`config.mk`:
```
export PLATFORM = sky130hd
export DESIGN_NAME = raised_cosine_joint_trajectory_top_flat
export DESIGN_NICKNAME = d
export VERILOG_FILES = /design/src/hw/rtl/rcjt_pkg.sv /design/src/hw/rtl/rcjt_in_if.sv /design/src/hw/rtl/rcjt_out_if.sv /design/src/hw/rtl/rcjt_ctrl.sv /design/src/hw/rtl/rcjt_datapath.sv /design/src/hw/rtl/raised_cosine_joint_trajectory_top.sv /design/src/flat_wrapper.sv
export SDC_FILE = /design/constraint.sdc
export NUM_CORES = 2
export LEC_CHECK = 0
export BUFFER_PORTS_ARGS = -buffer_cell sky130_fd_sc_hd__buf_2
export CORE_MARGIN = 5
export CORE_UTILIZATION = 45
export DETAILED_ROUTE_END_ITERATION = 10
export PLACE_DENSITY = 0.63
export RECOVER_POWER = 100
export SETUP_SLACK_MARGIN = 0.1
export SLEW_MARGIN = 20
export SYNTH_ARGS = -nofsm -noshare
export SYNTH_HDL_FRONTEND = slang
export SYNTH_SLANG_ARGS = --single-unit
export TNS_END_PERCENT = 20
```
`constraint.sdc`:
```
create_clock -name clk -period 16.92 [get_ports clk]
set_input_delay 3.384 -clock clk [delete_from_list [all_inputs] [get_ports clk]]
set_output_delay 3.384 -clock clk [all_outputs]
set_load 0.005 [all_outputs]
```
`src/hw/rtl/rcjt_pkg.sv`:
```
package rcjt_pkg;

	localparam int NUM_JOINTS = 7;
	localparam int POS_W      = 20;
	localparam int DIFF_W     = POS_W + 1;
	localparam int COUNT_W    = 16;
	localparam int LEN_W      = 22;
	localparam int STEP_W     = 16;
	localparam int THR_W      = 21;
	localparam int CFG_W      = 21;
	localparam int ACC_W      = 43;
	localparam int JIDX_W     = $clog2(NUM_JOINTS);
	localparam int IT_W       = 6;

	localparam int SQRT_ITERS = 22;
	localparam int DIV_ITERS  = 32;

	localparam logic [COUNT_W-1:0] COUNT_MAX = '1;

	localparam logic [STEP_W-1:0] STEP_SIZE_RST = 16'd655;
	localparam logic [THR_W-1:0]  MOVE_THR_RST  = 21'd26214;

	localparam logic [1:0] KIND_TICK = 2'd0;
	localparam logic [1:0] KIND_MEAS = 2'd1;
	localparam logic [1:0] KIND_TGT  = 2'd2;

	localparam logic REG_STEP_SIZE = 1'b0;
	localparam logic REG_MOVE_THR  = 1'b1;

	// series coefficients of (1 - cos(pi*x))/2 in x^2, Q30
	localparam logic [31:0] CF1 = 32'd2649351758;
	localparam logic [31:0] CF2 = 32'd2179004479;
	localparam logic [31:0] CF3 = 32'd716863734;
	localparam logic [31:0] CF4 = 32'd126342170;
	localparam logic [31:0] CF5 = 32'd13854969;

	typedef logic signed [POS_W-1:0] pos_t;

	typedef enum logic [4:0] {
		OP_NONE,
		OP_LOAD_MEAS,
		OP_LOAD_TGT,
		OP_LATCH,
		OP_SQ_MUL,
		OP_SQ_ACC,
		OP_SQRT_INIT,
		OP_SQRT_STEP,
		OP_DIV_LEN_INIT,
		OP_DIV_PH_INIT,
		OP_DIV_STEP,
		OP_TOTAL,
		OP_COUNT_INC,
		OP_PHASE,
		OP_Z_MUL,
		OP_Z,
		OP_H_MUL,
		OP_H_SUB,
		OP_W,
		OP_MIX_MUL,
		OP_MIX_ADD,
		OP_OUT
	} dp_op_t;

	typedef struct packed {
		dp_op_t            op;
		logic [JIDX_W-1:0] j;
		logic [1:0]        h;
	} dp_cmd_t;

	typedef struct packed {
		logic active;
		logic seg_done;
		logic emit;
		logic out_busy;
	} dp_stat_t;

	typedef enum logic [4:0] {
		ST_IDLE,
		ST_SQ_MUL,
		ST_SQ_ACC,
		ST_SQRT_INIT,
		ST_SQRT,
		ST_DIV_LEN,
		ST_DIV,
		ST_TOTAL,
		ST_INC,
		ST_DIV_PH,
		ST_PHASE,
		ST_Z_MUL,
		ST_Z,
		ST_H_MUL,
		ST_H_SUB,
		ST_W_MUL,
		ST_W,
		ST_MIX_MUL,
		ST_MIX_ADD,
		ST_OUT
	} ctl_state_t;

	function automatic logic [31:0] horner_coef(input logic [1:0] h);
		logic [31:0] c;
		case (h)
			2'd0:    c = CF4;
			2'd1:    c = CF3;
			2'd2:    c = CF2;
			default: c = CF1;
		endcase
		return c;
	endfunction

endpackage

```
`src/hw/rtl/rcjt_in_if.sv`:
```
interface rcjt_in_if;
	logic              valid;
	logic              ready;
	logic [1:0]        kind;
	logic signed [19:0] pos_joint_0;
	logic signed [19:0] pos_joint_1;
	logic signed [19:0] pos_joint_2;
	logic signed [19:0] pos_joint_3;
	logic signed [19:0] pos_joint_4;
	logic signed [19:0] pos_joint_5;
	logic signed [19:0] pos_joint_6;

	modport source (output valid, kind, pos_joint_0, pos_joint_1, pos_joint_2, pos_joint_3,
		pos_joint_4, pos_joint_5, pos_joint_6, input ready);
	modport sink (input valid, kind, pos_joint_0, pos_joint_1, pos_joint_2, pos_joint_3,
		pos_joint_4, pos_joint_5, pos_joint_6, output ready);
endinterface

```
`src/hw/rtl/rcjt_out_if.sv`:
```
interface rcjt_out_if;
	logic              valid;
	logic              ready;
	logic signed [19:0] cmd_joint_0;
	logic signed [19:0] cmd_joint_1;
	logic signed [19:0] cmd_joint_2;
	logic signed [19:0] cmd_joint_3;
	logic signed [19:0] cmd_joint_4;
	logic signed [19:0] cmd_joint_5;
	logic signed [19:0] cmd_joint_6;

	modport source (output valid, cmd_joint_0, cmd_joint_1, cmd_joint_2, cmd_joint_3,
		cmd_joint_4, cmd_joint_5, cmd_joint_6, input ready);
	modport sink (input valid, cmd_joint_0, cmd_joint_1, cmd_joint_2, cmd_joint_3,
		cmd_joint_4, cmd_joint_5, cmd_joint_6, output ready);
endinterface

```
`src/hw/rtl/rcjt_ctrl.sv`:
```
module rcjt_ctrl import rcjt_pkg::*; (
	input  logic       clk,
	input  logic       arst_n,
	input  logic       in_valid,
	input  logic [1:0] in_kind,
	output logic       in_ready,
	input  dp_stat_t   stat,
	output dp_cmd_t    cmd
);

	ctl_state_t        st_q, st_d;
	logic [JIDX_W-1:0] j_q, j_d;
	logic [1:0]        h_q, h_d;
	logic [IT_W-1:0]   it_q, it_d;
	logic              ph_q, ph_d;

	always_ff @(posedge clk or negedge arst_n) begin
		if (!arst_n) begin
			st_q <= ST_IDLE;
			j_q  <= '0;
			h_q  <= '0;
			it_q <= '0;
			ph_q <= 1'b0;
		end else begin
			st_q <= st_d;
			j_q  <= j_d;
			h_q  <= h_d;
			it_q <= it_d;
			ph_q <= ph_d;
		end
	end

	always_comb begin
		st_d = st_q;
		j_d  = j_q;
		h_d  = h_q;
		it_d = it_q;
		ph_d = ph_q;
		case (st_q)
			ST_IDLE: begin
				if (in_valid && in_kind == KIND_TICK && stat.active) begin
					if (stat.seg_done) begin
						st_d = ST_SQ_MUL;
						j_d  = '0;
					end else begin
						st_d = ST_INC;
					end
				end
			end
			ST_SQ_MUL: st_d = ST_SQ_ACC;
			ST_SQ_ACC: begin
				if (j_q == JIDX_W'(NUM_JOINTS - 1)) begin
					st_d = ST_SQRT_INIT;
				end else begin
					j_d  = j_q + 1'b1;
					st_d = ST_SQ_MUL;
				end
			end
			ST_SQRT_INIT: begin
				st_d = ST_SQRT;
				it_d = '0;
			end
			ST_SQRT: begin
				it_d = it_q + 1'b1;
				if (it_q == IT_W'(SQRT_ITERS - 1))
					st_d = ST_DIV_LEN;
			end
			ST_DIV_LEN: begin
				st_d = ST_DIV;
				it_d = '0;
				ph_d = 1'b0;
			end
			ST_DIV: begin
				it_d = it_q + 1'b1;
				if (it_q == IT_W'(DIV_ITERS - 1))
					st_d = ph_q ? ST_PHASE : ST_TOTAL;
			end
			ST_TOTAL: st_d = ST_INC;
			ST_INC:   st_d = stat.emit ? ST_DIV_PH : ST_IDLE;
			ST_DIV_PH: begin
				st_d = ST_DIV;
				it_d = '0;
				ph_d = 1'b1;
			end
			ST_PHASE: st_d = ST_Z_MUL;
			ST_Z_MUL: st_d = ST_Z;
			ST_Z: begin
				st_d = ST_H_MUL;
				h_d  = '0;
			end
			ST_H_MUL: st_d = ST_H_SUB;
			ST_H_SUB: begin
				if (h_q == 2'd3) begin
					st_d = ST_W_MUL;
				end else begin
					h_d  = h_q + 1'b1;
					st_d = ST_H_MUL;
				end
			end
			ST_W_MUL: st_d = ST_W;
			ST_W: begin
				st_d = ST_MIX_MUL;
				j_d  = '0;
			end
			ST_MIX_MUL: st_d = ST_MIX_ADD;
			ST_MIX_ADD: begin
				if (j_q == JIDX_W'(NUM_JOINTS - 1)) begin
					st_d = ST_OUT;
				end else begin
					j_d  = j_q + 1'b1;
					st_d = ST_MIX_MUL;
				end
			end
			ST_OUT: begin
				if (!stat.out_busy)
					st_d = ST_IDLE;
			end
			default: st_d = ST_IDLE;
		endcase
	end

	always_comb begin
		in_ready = (st_q == ST_IDLE);
		cmd.op   = OP_NONE;
		cmd.j    = j_q;
		cmd.h    = h_q;
		case (st_q)
			ST_IDLE: begin
				if (in_valid) begin
					if (in_kind == KIND_MEAS)
						cmd.op = OP_LOAD_MEAS;
					else if (in_kind == KIND_TGT)
						cmd.op = OP_LOAD_TGT;
					else if (in_kind == KIND_TICK && stat.active && stat.seg_done)
						cmd.op = OP_LATCH;
				end
			end
			ST_SQ_MUL:    cmd.op = OP_SQ_MUL;
			ST_SQ_ACC:    cmd.op = OP_SQ_ACC;
			ST_SQRT_INIT: cmd.op = OP_SQRT_INIT;
			ST_SQRT:      cmd.op = OP_SQRT_STEP;
			ST_DIV_LEN:   cmd.op = OP_DIV_LEN_INIT;
			ST_DIV:       cmd.op = OP_DIV_STEP;
			ST_TOTAL:     cmd.op = OP_TOTAL;
			ST_INC:       cmd.op = OP_COUNT_INC;
			ST_DIV_PH:    cmd.op = OP_DIV_PH_INIT;
			ST_PHASE:     cmd.op = OP_PHASE;
			ST_Z_MUL:     cmd.op = OP_Z_MUL;
			ST_Z:         cmd.op = OP_Z;
			ST_H_MUL:     cmd.op = OP_H_MUL;
			ST_H_SUB:     cmd.op = OP_H_SUB;
			ST_W_MUL:     cmd.op = OP_H_MUL;
			ST_W:         cmd.op = OP_W;
			ST_MIX_MUL:   cmd.op = OP_MIX_MUL;
			ST_MIX_ADD:   cmd.op = OP_MIX_ADD;
			ST_OUT:       cmd.op = stat.out_busy ? OP_NONE : OP_OUT;
			default:      cmd.op = OP_NONE;
		endcase
	end

endmodule

```
`src/hw/rtl/rcjt_datapath.sv`:
```
module rcjt_datapath import rcjt_pkg::*; (
	input  logic             clk,
	input  logic             arst_n,
	input  dp_cmd_t          cmd,
	output dp_stat_t         stat,
	input  pos_t             pos_in [NUM_JOINTS],
	input  logic             cfg_we,
	input  logic             cfg_idx,
	input  logic [CFG_W-1:0] cfg_data,
	output logic             res_valid,
	input  logic             res_ready,
	output pos_t             res_pos [NUM_JOINTS]
);

	pos_t meas_q  [NUM_JOINTS];
	pos_t tgt_q   [NUM_JOINTS];
	pos_t start_q [NUM_JOINTS];
	pos_t goal_q  [NUM_JOINTS];
	pos_t mix_q   [NUM_JOINTS];
	pos_t out_q   [NUM_JOINTS];

	logic [COUNT_W-1:0] count_q, total_q;
	logic [LEN_W-1:0]   len_q;
	logic               active_q, out_valid_q;
	logic [STEP_W-1:0]  step_q;
	logic [THR_W-1:0]   thr_q;

	logic [ACC_W-1:0]   acc_q;
	logic [ACC_W:0]     sq_n_q;
	logic [23:0]        sq_rem_q;
	logic [LEN_W-1:0]   sq_root_q;
	logic [15:0]        dv_rem_q;
	logic [31:0]        dv_quo_q;
	logic [15:0]        dv_div_q;
	logic [15:0]        x_q;
	logic               flip_q;
	logic [28:0]        z_q;
	logic [31:0]        t_q;
	logic [16:0]        w_q;
	logic signed [62:0] prod_q;

	logic signed [DIFF_W-1:0] diff;
	logic signed [29:0]       ma;
	logic signed [32:0]       mb;
	logic [25:0]              rem_sh, trial;
	logic [16:0]              dv_sh;
	logic [17:0]              p_clip;
	logic [16:0]              p_half;
	logic [32:0]              w_rnd;
	logic [16:0]              w_raw;
	logic signed [62:0]       mix_tmp;

	assign diff = {goal_q[cmd.j][POS_W-1], goal_q[cmd.j]}
		- {start_q[cmd.j][POS_W-1], start_q[cmd.j]};

	always_comb begin
		ma = '0;
		mb = '0;
		case (cmd.op)
			OP_SQ_MUL: begin
				ma = {{(30-DIFF_W){diff[DIFF_W-1]}}, diff};
				mb = {{(33-DIFF_W){diff[DIFF_W-1]}}, diff};
			end
			OP_Z_MUL: begin
				ma = {14'b0, x_q};
				mb = {17'b0, x_q};
			end
			OP_H_MUL: begin
				ma = {1'b0, z_q};
				mb = {1'b0, t_q};
			end
			OP_MIX_MUL: begin
				ma = {13'b0, w_q};
				mb = {{(33-DIFF_W){diff[DIFF_W-1]}}, diff};
			end
			default: begin
				ma = '0;
				mb = '0;
			end
		endcase
	end

	// restoring root: two radicand bits in, one root bit out
	assign rem_sh = {sq_rem_q, sq_n_q[ACC_W:ACC_W-1]};
	assign trial  = {2'b0, sq_root_q, 2'b01};
	// restoring divide: one quotient bit per step
	assign dv_sh  = {dv_rem_q, dv_quo_q[31]};

	// clip phase to a full turn and fold it into a half turn
	always_comb begin
		p_clip = (dv_quo_q > 32'd131072) ? 18'd131072 : dv_quo_q[17:0];
		p_half = (p_clip > 18'd65536) ? 17'(18'd131072 - p_clip) : p_clip[16:0];
	end

	assign w_rnd   = {1'b0, prod_q[61:30]} + 33'd8192;
	assign w_raw   = (w_rnd[32:14] > 19'd65536) ? 17'd65536 : w_rnd[30:14];
	assign mix_tmp = prod_q + 63'sd32768;

	always_ff @(posedge clk or negedge arst_n) begin
		if (!arst_n) begin
			count_q     <= '0;
			total_q     <= '0;
			len_q       <= '0;
			active_q    <= 1'b0;
			out_valid_q <= 1'b0;
			step_q      <= STEP_SIZE_RST;
			thr_q       <= MOVE_THR_RST;
			for (int i = 0; i < NUM_JOINTS; i++) begin
				meas_q[i]  <= '0;
				tgt_q[i]   <= '0;
				start_q[i] <= '0;
				goal_q[i]  <= '0;
			end
		end else begin
			if (cfg_we) begin
				if (cfg_idx == REG_STEP_SIZE)
					step_q <= cfg_data[STEP_W-1:0];
				else
					thr_q <= cfg_data[THR_W-1:0];
			end
			if (out_valid_q && res_ready)
				out_valid_q <= 1'b0;
			case (cmd.op)
				OP_LOAD_MEAS: meas_q <= pos_in;
				OP_LOAD_TGT: begin
					tgt_q    <= pos_in;
					active_q <= 1'b1;
				end
				OP_LATCH: begin
					start_q <= meas_q;
					goal_q  <= tgt_q;
					count_q <= '0;
				end
				OP_DIV_LEN_INIT: len_q <= sq_root_q;
				OP_TOTAL: begin
					if (dv_quo_q >= {16'b0, COUNT_MAX})
						total_q <= COUNT_MAX;
					else
						total_q <= dv_quo_q[COUNT_W-1:0] + 1'b1;
				end
				OP_COUNT_INC: count_q <= count_q + 1'b1;
				OP_OUT:       out_valid_q <= 1'b1;
				default: ;
			endcase
		end
	end

	always_ff @(posedge clk) begin
		prod_q <= ma * mb;
		case (cmd.op)
			OP_LATCH:  acc_q <= '0;
			OP_SQ_ACC: acc_q <= acc_q + prod_q[ACC_W-1:0];
			OP_SQRT_INIT: begin
				sq_n_q    <= {1'b0, acc_q};
				sq_rem_q  <= '0;
				sq_root_q <= '0;
			end
			OP_SQRT_STEP: begin
				sq_n_q <= {sq_n_q[ACC_W-2:0], 2'b00};
				if (rem_sh >= trial) begin
					sq_rem_q  <= 24'(rem_sh - trial);
					sq_root_q <= {sq_root_q[LEN_W-2:0], 1'b1};
				end else begin
					sq_rem_q  <= rem_sh[23:0];
					sq_root_q <= {sq_root_q[LEN_W-2:0], 1'b0};
				end
			end
			OP_DIV_LEN_INIT: begin
				dv_rem_q <= '0;
				dv_quo_q <= {10'b0, sq_root_q};
				dv_div_q <= (step_q == '0) ? 16'd1 : step_q;
			end
			OP_DIV_PH_INIT: begin
				dv_rem_q <= '0;
				dv_quo_q <= {count_q, 16'b0};
				dv_div_q <= total_q - 1'b1;
			end
			OP_DIV_STEP: begin
				if (dv_sh >= {1'b0, dv_div_q}) begin
					dv_rem_q <= 16'(dv_sh - {1'b0, dv_div_q});
					dv_quo_q <= {dv_quo_q[30:0], 1'b1};
				end else begin
					dv_rem_q <= dv_sh[15:0];
					dv_quo_q <= {dv_quo_q[30:0], 1'b0};
				end
			end
			OP_PHASE: begin
				if (p_half > 17'd32768) begin
					x_q    <= 16'(17'd65536 - p_half);
					flip_q <= 1'b1;
				end else begin
					x_q    <= p_half[15:0];
					flip_q <= 1'b0;
				end
			end
			OP_Z: begin
				z_q <= prod_q[30:2];
				t_q <= CF5;
			end
			OP_H_SUB: t_q <= horner_coef(cmd.h) - prod_q[61:30];
			OP_W:     w_q <= flip_q ? 17'(17'd65536 - w_raw) : w_raw;
			OP_MIX_ADD: mix_q[cmd.j] <= start_q[cmd.j] + mix_tmp[35:16];
			OP_OUT:   out_q <= mix_q;
			default: ;
		endcase
	end

	assign stat.active   = active_q;
	assign stat.seg_done = (count_q >= total_q);
	assign stat.emit     = (total_q > 16'd1) && (len_q >= {1'b0, thr_q});
	assign stat.out_busy = out_valid_q;

	assign res_valid = out_valid_q;
	assign res_pos   = out_q;

endmodule

```
`src/hw/rtl/raised_cosine_joint_trajectory_top.sv`:
```
// channel  | role   | beat carries
// ---------+--------+------------------------------------------------
// item     | sink   | kind, pos_joint_0..6 (Q4.16 rad)
// result   | source | cmd_joint_0..6 (Q4.16 rad)
// cfg      | write  | cfg_idx 0 step_size, 1 move_threshold
//
// Position beats, and ticks while the block is unarmed, leave it in ST_IDLE.
// A tick inside a segment runs ST_INC, and when it emits also the phase division and mix.
// A tick that opens a segment first takes the length: the bit-serial root and the
// shared restoring divider (length over step size) do that work.
// Result sits in an output register; a new item is taken while it waits.
// An emitting tick stalls in its last cycle while the previous result is unread.
// arst_n clears control, counters and latches; no clearing pass.
module raised_cosine_joint_trajectory_top import rcjt_pkg::*; (
	input  logic             clk,
	input  logic             arst_n,
	rcjt_in_if.sink          item,
	rcjt_out_if.source       result,
	input  logic             cfg_we,
	input  logic             cfg_idx,
	input  logic [CFG_W-1:0] cfg_data
);

	dp_cmd_t  cmd;
	dp_stat_t stat;
	pos_t     pos_in  [NUM_JOINTS];
	pos_t     res_pos [NUM_JOINTS];

	assign pos_in[0] = item.pos_joint_0;
	assign pos_in[1] = item.pos_joint_1;
	assign pos_in[2] = item.pos_joint_2;
	assign pos_in[3] = item.pos_joint_3;
	assign pos_in[4] = item.pos_joint_4;
	assign pos_in[5] = item.pos_joint_5;
	assign pos_in[6] = item.pos_joint_6;

	assign result.cmd_joint_0 = res_pos[0];
	assign result.cmd_joint_1 = res_pos[1];
	assign result.cmd_joint_2 = res_pos[2];
	assign result.cmd_joint_3 = res_pos[3];
	assign result.cmd_joint_4 = res_pos[4];
	assign result.cmd_joint_5 = res_pos[5];
	assign result.cmd_joint_6 = res_pos[6];

	rcjt_ctrl u_ctrl (
		.clk      (clk),
		.arst_n   (arst_n),
		.in_valid (item.valid),
		.in_kind  (item.kind),
		.in_ready (item.ready),
		.stat     (stat),
		.cmd      (cmd)
	);

	rcjt_datapath u_dp (
		.clk       (clk),
		.arst_n    (arst_n),
		.cmd       (cmd),
		.stat      (stat),
		.pos_in    (pos_in),
		.cfg_we    (cfg_we),
		.cfg_idx   (cfg_idx),
		.cfg_data  (cfg_data),
		.res_valid (result.valid),
		.res_ready (result.ready),
		.res_pos   (res_pos)
	);

endmodule

```
`src/flat_wrapper.sv`:
```
// flat-port wrapper written by rule: the top's interface ports become plain ports
module raised_cosine_joint_trajectory_top_flat import rcjt_pkg::*;
  (clk, arst_n, cfg_we, cfg_idx, cfg_data, item_valid, item_kind, item_pos_joint_0, item_pos_joint_1, item_pos_joint_2, item_pos_joint_3, item_pos_joint_4, item_pos_joint_5, item_pos_joint_6, item_ready, result_valid, result_cmd_joint_0, result_cmd_joint_1, result_cmd_joint_2, result_cmd_joint_3, result_cmd_joint_4, result_cmd_joint_5, result_cmd_joint_6, result_ready);
  rcjt_in_if item_i ();
  rcjt_out_if result_i ();
  input  logic clk;
  input  logic arst_n;
  input  logic cfg_we;
  input  logic cfg_idx;
  input  logic [CFG_W-1:0] cfg_data;
  input wire logic [$bits(item_i.valid)-1:0] item_valid;
  input wire logic [$bits(item_i.kind)-1:0] item_kind;
  input wire logic [$bits(item_i.pos_joint_0)-1:0] item_pos_joint_0;
  input wire logic [$bits(item_i.pos_joint_1)-1:0] item_pos_joint_1;
  input wire logic [$bits(item_i.pos_joint_2)-1:0] item_pos_joint_2;
  input wire logic [$bits(item_i.pos_joint_3)-1:0] item_pos_joint_3;
  input wire logic [$bits(item_i.pos_joint_4)-1:0] item_pos_joint_4;
  input wire logic [$bits(item_i.pos_joint_5)-1:0] item_pos_joint_5;
  input wire logic [$bits(item_i.pos_joint_6)-1:0] item_pos_joint_6;
  output wire logic [$bits(item_i.ready)-1:0] item_ready;
  output wire logic [$bits(result_i.valid)-1:0] result_valid;
  output wire logic [$bits(result_i.cmd_joint_0)-1:0] result_cmd_joint_0;
  output wire logic [$bits(result_i.cmd_joint_1)-1:0] result_cmd_joint_1;
  output wire logic [$bits(result_i.cmd_joint_2)-1:0] result_cmd_joint_2;
  output wire logic [$bits(result_i.cmd_joint_3)-1:0] result_cmd_joint_3;
  output wire logic [$bits(result_i.cmd_joint_4)-1:0] result_cmd_joint_4;
  output wire logic [$bits(result_i.cmd_joint_5)-1:0] result_cmd_joint_5;
  output wire logic [$bits(result_i.cmd_joint_6)-1:0] result_cmd_joint_6;
  input wire logic [$bits(result_i.ready)-1:0] result_ready;
  assign item_i.valid = item_valid;
  assign item_i.kind = item_kind;
  assign item_i.pos_joint_0 = item_pos_joint_0;
  assign item_i.pos_joint_1 = item_pos_joint_1;
  assign item_i.pos_joint_2 = item_pos_joint_2;
  assign item_i.pos_joint_3 = item_pos_joint_3;
  assign item_i.pos_joint_4 = item_pos_joint_4;
  assign item_i.pos_joint_5 = item_pos_joint_5;
  assign item_i.pos_joint_6 = item_pos_joint_6;
  assign item_ready = item_i.ready;
  assign result_valid = result_i.valid;
  assign result_cmd_joint_0 = result_i.cmd_joint_0;
  assign result_cmd_joint_1 = result_i.cmd_joint_1;
  assign result_cmd_joint_2 = result_i.cmd_joint_2;
  assign result_cmd_joint_3 = result_i.cmd_joint_3;
  assign result_cmd_joint_4 = result_i.cmd_joint_4;
  assign result_cmd_joint_5 = result_i.cmd_joint_5;
  assign result_cmd_joint_6 = result_i.cmd_joint_6;
  assign result_i.ready = result_ready;
  raised_cosine_joint_trajectory_top u_core (.clk(clk), .arst_n(arst_n), .item(item_i), .result(result_i), .cfg_we(cfg_we), .cfg_idx(cfg_idx), .cfg_data(cfg_data));
endmodule
```
==> metrics list <==
- Run status: complete, but fails checks
- The final reports fail on capacitance limit, slew limit.
* Max stage delay on crit path: 1.74 ns
- Wire length on met3: 23600 µm
- Cell area after placement: 98900 µm²
- Share of post-route cells with drive strength above 1: 0.140
- After clock tree synthesis, the clock-pin slew on the worst setup and hold paths is 0.07 ns.
- The internal power of the cells totals 7100 µW.
- Asr flop ratio synth: 0.514
- Across the routed clock network, the largest skew measured is 0.0918 ns.
- Top layer used by detailed routing: met5
- Bufs and invs on worst path: 9
* Post-route insts no fill: 11800
* Final number of hold-violating endpoints: 0
- After synthesis, the mean cell area works out to 10.9 µm².
- Die Span Y: 467 µm
- Worst-case clock buffer depth: 3
* GRT overflow: 0
- For this run, the share of the core covered by cells in the final layout is 0.498.
* Layout Area Growth over Synthesis: 9.82%
- Number of buffers added by the clock tree synthesis step: 138
* Biggest area consumer among synthesized cells: sky130_fd_sc_hd__fa_1
- Post-CTS Setup Inserts: 0
- Number of warnings printed during yosys synthesis: 0
* Sum of negative setup slack: 0 ns
- The critical path runs through a total of 40 cells.
- After routing the design area is 103000 µm².
- The slowest stage of the critical path belongs to the cell sky130_fd_sc_hd__nor3b_1.
- Clock latency on the worst-skew pair, taken at its later pin, is 0.82 ns.
- The die is 467 µm wide.
* Buffer type at the clock tree root: sky130_fd_sc_hd__clkbuf_16
* Part of the Yosys area used for sequential elements: 0.374
- Number of antenna violations at the first check in global routing: 46
- Of the post-synthesis cell area, the dominant cell type holds 0.221.
- WL/cell: 24.1 µm
* Wire length of the first global-routing pass: 430000 µm
- Of the total power, the share spent switching nets is 0.359.
- Summed over all nets, the switching power comes to 3980 µW.
- Timing would allow up to 64.8 MHz.
* Total routing resource utilization after global routing: 0.262
* GP Congestion: 0.963
- Top_reg_cell synth: sky130_fd_sc_hd__dfrtp_1
- Worst slew slack as a fraction of its limit: -4.21
* Placed wire-length estimate after detailed placement: 215000 µm
- Clock H-tree levels: 4
- Number of vias per cell: 5.55
- Routed wire length: 285000 µm
* Synthesized flop and latch total: 1304
- Path type of the worst min-delay path: reg -> reg
- Kind of cell adding the most delay to the critical path: adder cells
- Summed over all cells, the static leakage comes to 0.0476 µW.
- The number of max-slew violations in the final report was 2070.
- STA classifies the critical path endpoint as a flip-flop.
* Unrepaired setup endpoints after global routing: no
- Final period demand of the worst path: 15.44 ns
- The floorplan has 167 rows.
- Crit-path most repeated cell: sky130_fd_sc_hd__fa_1
- Combinational cell fraction of total power: 0.322
- By area the synthesized netlist is led by sky130_fd_sc_hd__fa_1, sky130_fd_sc_hd__edfxtp_1, sky130_fd_sc_hd__dfrtp_1.
- After detailed placement, the design holds a cell count of 11600.
- Cell count of the worst reg-to-reg path: 43
- The endpoint identified for the worst register-to-register timing path is u_core.u_dp.prod_q[46].
* Vias in the first global route: 67800
- For the pin with the worst max-slew slack, the measured transition is 7.82 ns.
* Synthesized netlist cell count: 8671
* Number of enable flip-flop cells after synthesis: 572
- The die covers 218000 µm².
- Reg-to-reg critical path startpoint: u_core.u_ctrl.j_q[0]
- For this run, the post-layout net count is 10500.
- The final route contains 65600 vias.
- Critical-path maximum fanout: 32
- Fraction of the cycle the final worst path needs: 0.913
- After detailed routing, the number of remaining DRC violations is 0.
* Drt initial violations: 5429
* Router iterations before antenna repair: 6
* Metal2 WL: 132000 µm
- Max cap viols: 39
- Type of origin of the critical path: input port
- Setup violations remaining at the end of the flow were counted as 0.
- Worst-case hold slack: 0.385 ns
* Antenna violation net count after detailed routing: 0
* Peak VDD IR: 104 µV
- Clock tree from TritonCTS: done
- For this configuration, the core starts out at a cell density of 0.453.
- PwrDens: 107 nW/µm²
- The critical path in this run is classified as in -> reg.
* Sequential power share: 0.391
* Routed length on met1: 116000 µm
- The floorplan step defined a core boundary enclosing 208000 µm².
- Data on the critical path is required at its endpoint by 17.62 ns.
- CTS saw 1304 sinks.
* Total I/O pin count: 311
* Data arrival time of the critical path: 16.14 ns
* Clock share of power: 0.287
- Number of distinct library cell variants in the gate-level netlist after synthesis: 102
* Worst setup endpoint: u_core.u_dp.prod_q[60]
- Largest net degree at the start of global routing: 174
* Post-cts resize count: 0
* Critical Path Source: item_kind[0]
- Hold repair after CTS inserted 0 buffers.
- Area of the mapped netlist: 94100 µm²
- Number of buffer cells added on primary ports: 310
- Register-to-register path setup slack: 1.50 ns
==> kinds of logic (layout without fill, tap and decap cells) <==
logic type                 count (synthesis)  after routing  share of synthesized area
other                                      2             32                  0.0000798
and+or+nand+nor                         2282           2282                      0.104
adders and majority gates               1419           1419                      0.271
muxes                                    701            701                     0.0847
AOI/OAI and AO/OA                       1015           1015                     0.0710
xor gates and xnor gates                 283            283                     0.0263
DFF                                     1304           1304                      0.374
buffers and inverters                   1665           2003                     0.0689
==> layout make-up <==
cell class / instances / area (µm²)
fill: 18800 / 104000
timing repair buffer: 459 / 2390
antenna: 20 / 50.0
clock inverter: 73 / 1020
inverter: 1287 / 4830
tap: 2788 / 3490
sequential: 1304 / 35200
multi-input combinational: 5712 / 52600
clock buffer: 184 / 3830
==> routing by layer <==
layer | GRT usage | up-vias
met5 | 0 | -
met3 | 0.0608 | 574
met4 | 0.106 | 30
met2 | 0.416 | 2439
li1 | - | 28700
met1 | 0.349 | 33900
==> synthesized netlist by cell type (23+ instances only) <==
cell	n
sky130_fd_sc_hd__nand2b_1	52
sky130_fd_sc_hd__a211oi_1	25
sky130_fd_sc_hd__a22oi_1	38
sky130_fd_sc_hd__and2_1	52
sky130_fd_sc_hd__nor2b_1	41
sky130_fd_sc_hd__a31oi_1	33
sky130_fd_sc_hd__nand2_1	954
sky130_fd_sc_hd__inv_1	1283
sky130_fd_sc_hd__o21bai_1	23
sky130_fd_sc_hd__o21a_1	40
sky130_fd_sc_hd__edfxtp_1	572
sky130_fd_sc_hd__xnor2_1	193
sky130_fd_sc_hd__mux2i_1	78
sky130_fd_sc_hd__a21o_1	104
sky130_fd_sc_hd__buf_2	146
sky130_fd_sc_hd__nor4_1	23
sky130_fd_sc_hd__fa_1	1037
sky130_fd_sc_hd__buf_1	35
sky130_fd_sc_hd__nor3_1	72
sky130_fd_sc_hd__and3_1	53
sky130_fd_sc_hd__a22o_1	40
sky130_fd_sc_hd__xor2_1	90
sky130_fd_sc_hd__o21ai_0	245
sky130_fd_sc_hd__mux2_2	607
sky130_fd_sc_hd__a221oi_1	25
sky130_fd_sc_hd__dfrtp_1	656
sky130_fd_sc_hd__dfxtp_1	62
sky130_fd_sc_hd__ha_1	382
sky130_fd_sc_hd__nand3_1	88
sky130_fd_sc_hd__a21oi_1	252
sky130_fd_sc_hd__nor2_1	819
sky130_fd_sc_hd__nand4_1	35
sky130_fd_sc_hd__clkbuf_1	185
==> power by group through the flow <==
stage | combinational, µW | sequential (µW) | clock, µW
final | 3570 | 4330 | 3180
after global routing | 3820 | 4390 | 3370
after CTS | 3530 | 4330 | 3240
after detailed placement | 3510 | 4390 | 0
after global placement | 3460 | 4360 | 0
after floorplan | 2290 | 4210 | 0
==> worst min path at each step <==
stage                                start                  endpoint  slack [ns]  cells past startpoint
floorplan             u_core.u_dp.mix_q[0]    u_core.u_dp.res_pos[0]        0.40                      0
global placement     u_core.u_dp.mix_q[88]   u_core.u_dp.res_pos[88]        0.40                      0
detailed placement  u_core.u_dp.mix_q[111]  u_core.u_dp.res_pos[111]        0.40                      0
CTS                  u_core.u_dp.mix_q[89]   u_core.u_dp.res_pos[89]        0.38                      0
global route         u_core.u_dp.mix_q[89]   u_core.u_dp.res_pos[89]        0.39                      0
finish              u_core.u_dp.mix_q[134]  u_core.u_dp.res_pos[134]        0.39                      0
==> metrics by stage <==
step | power (µW) | worst slack, ns
CTS | 11100 | 2.60
floorplan | 6500 | 4.14
global route | 11600 | 0.946
finish | 11100 | 1.48
detailed placement | 7900 | 2.08
global placement | 7810 | 1.40
==> registers in the layout, indices dropped and copies added, names as in the netlist, 29 cells and up <==
signal	count
u_core.u_dp.z_q	29
u_core.u_dp.sq_n_q	44
u_core.u_dp.dv_quo_q	32
u_core.u_dp.prod_q	62
u_core.u_dp.acc_q	43
u_core.u_dp.res_pos	140
u_core.u_dp.goal_q	140
u_core.u_dp.mix_q	140
u_core.u_dp.meas_q	140
u_core.u_dp.start_q	140
u_core.u_dp.tgt_q	140
u_core.u_dp.t_q	32
==> cell usage in the layout (no fill, tap or decap), drive strengths merged, types with 23 or more instances in the layout <==
cell	n
nor2b	41
mux2i	78
nand3	88
inv	1294
and2	52
nand4	36
a22o	40
a22oi	42
o21bai	23
clkinv	50
nand2b	52
edfxtp	572
a21o	104
nand2	958
a221oi	32
dfrtp	656
nor4	25
nor3	75
buf	325
ha	382
xor2	90
o21ai	257
a21oi	255
a31oi	34
xnor2	193
nor2	822
a211oi	25
and3	53
mux2	607
fa	1037
o21a	40
clkbuf	318
dfxtp	62
Power figures use the tool's default switching activity.
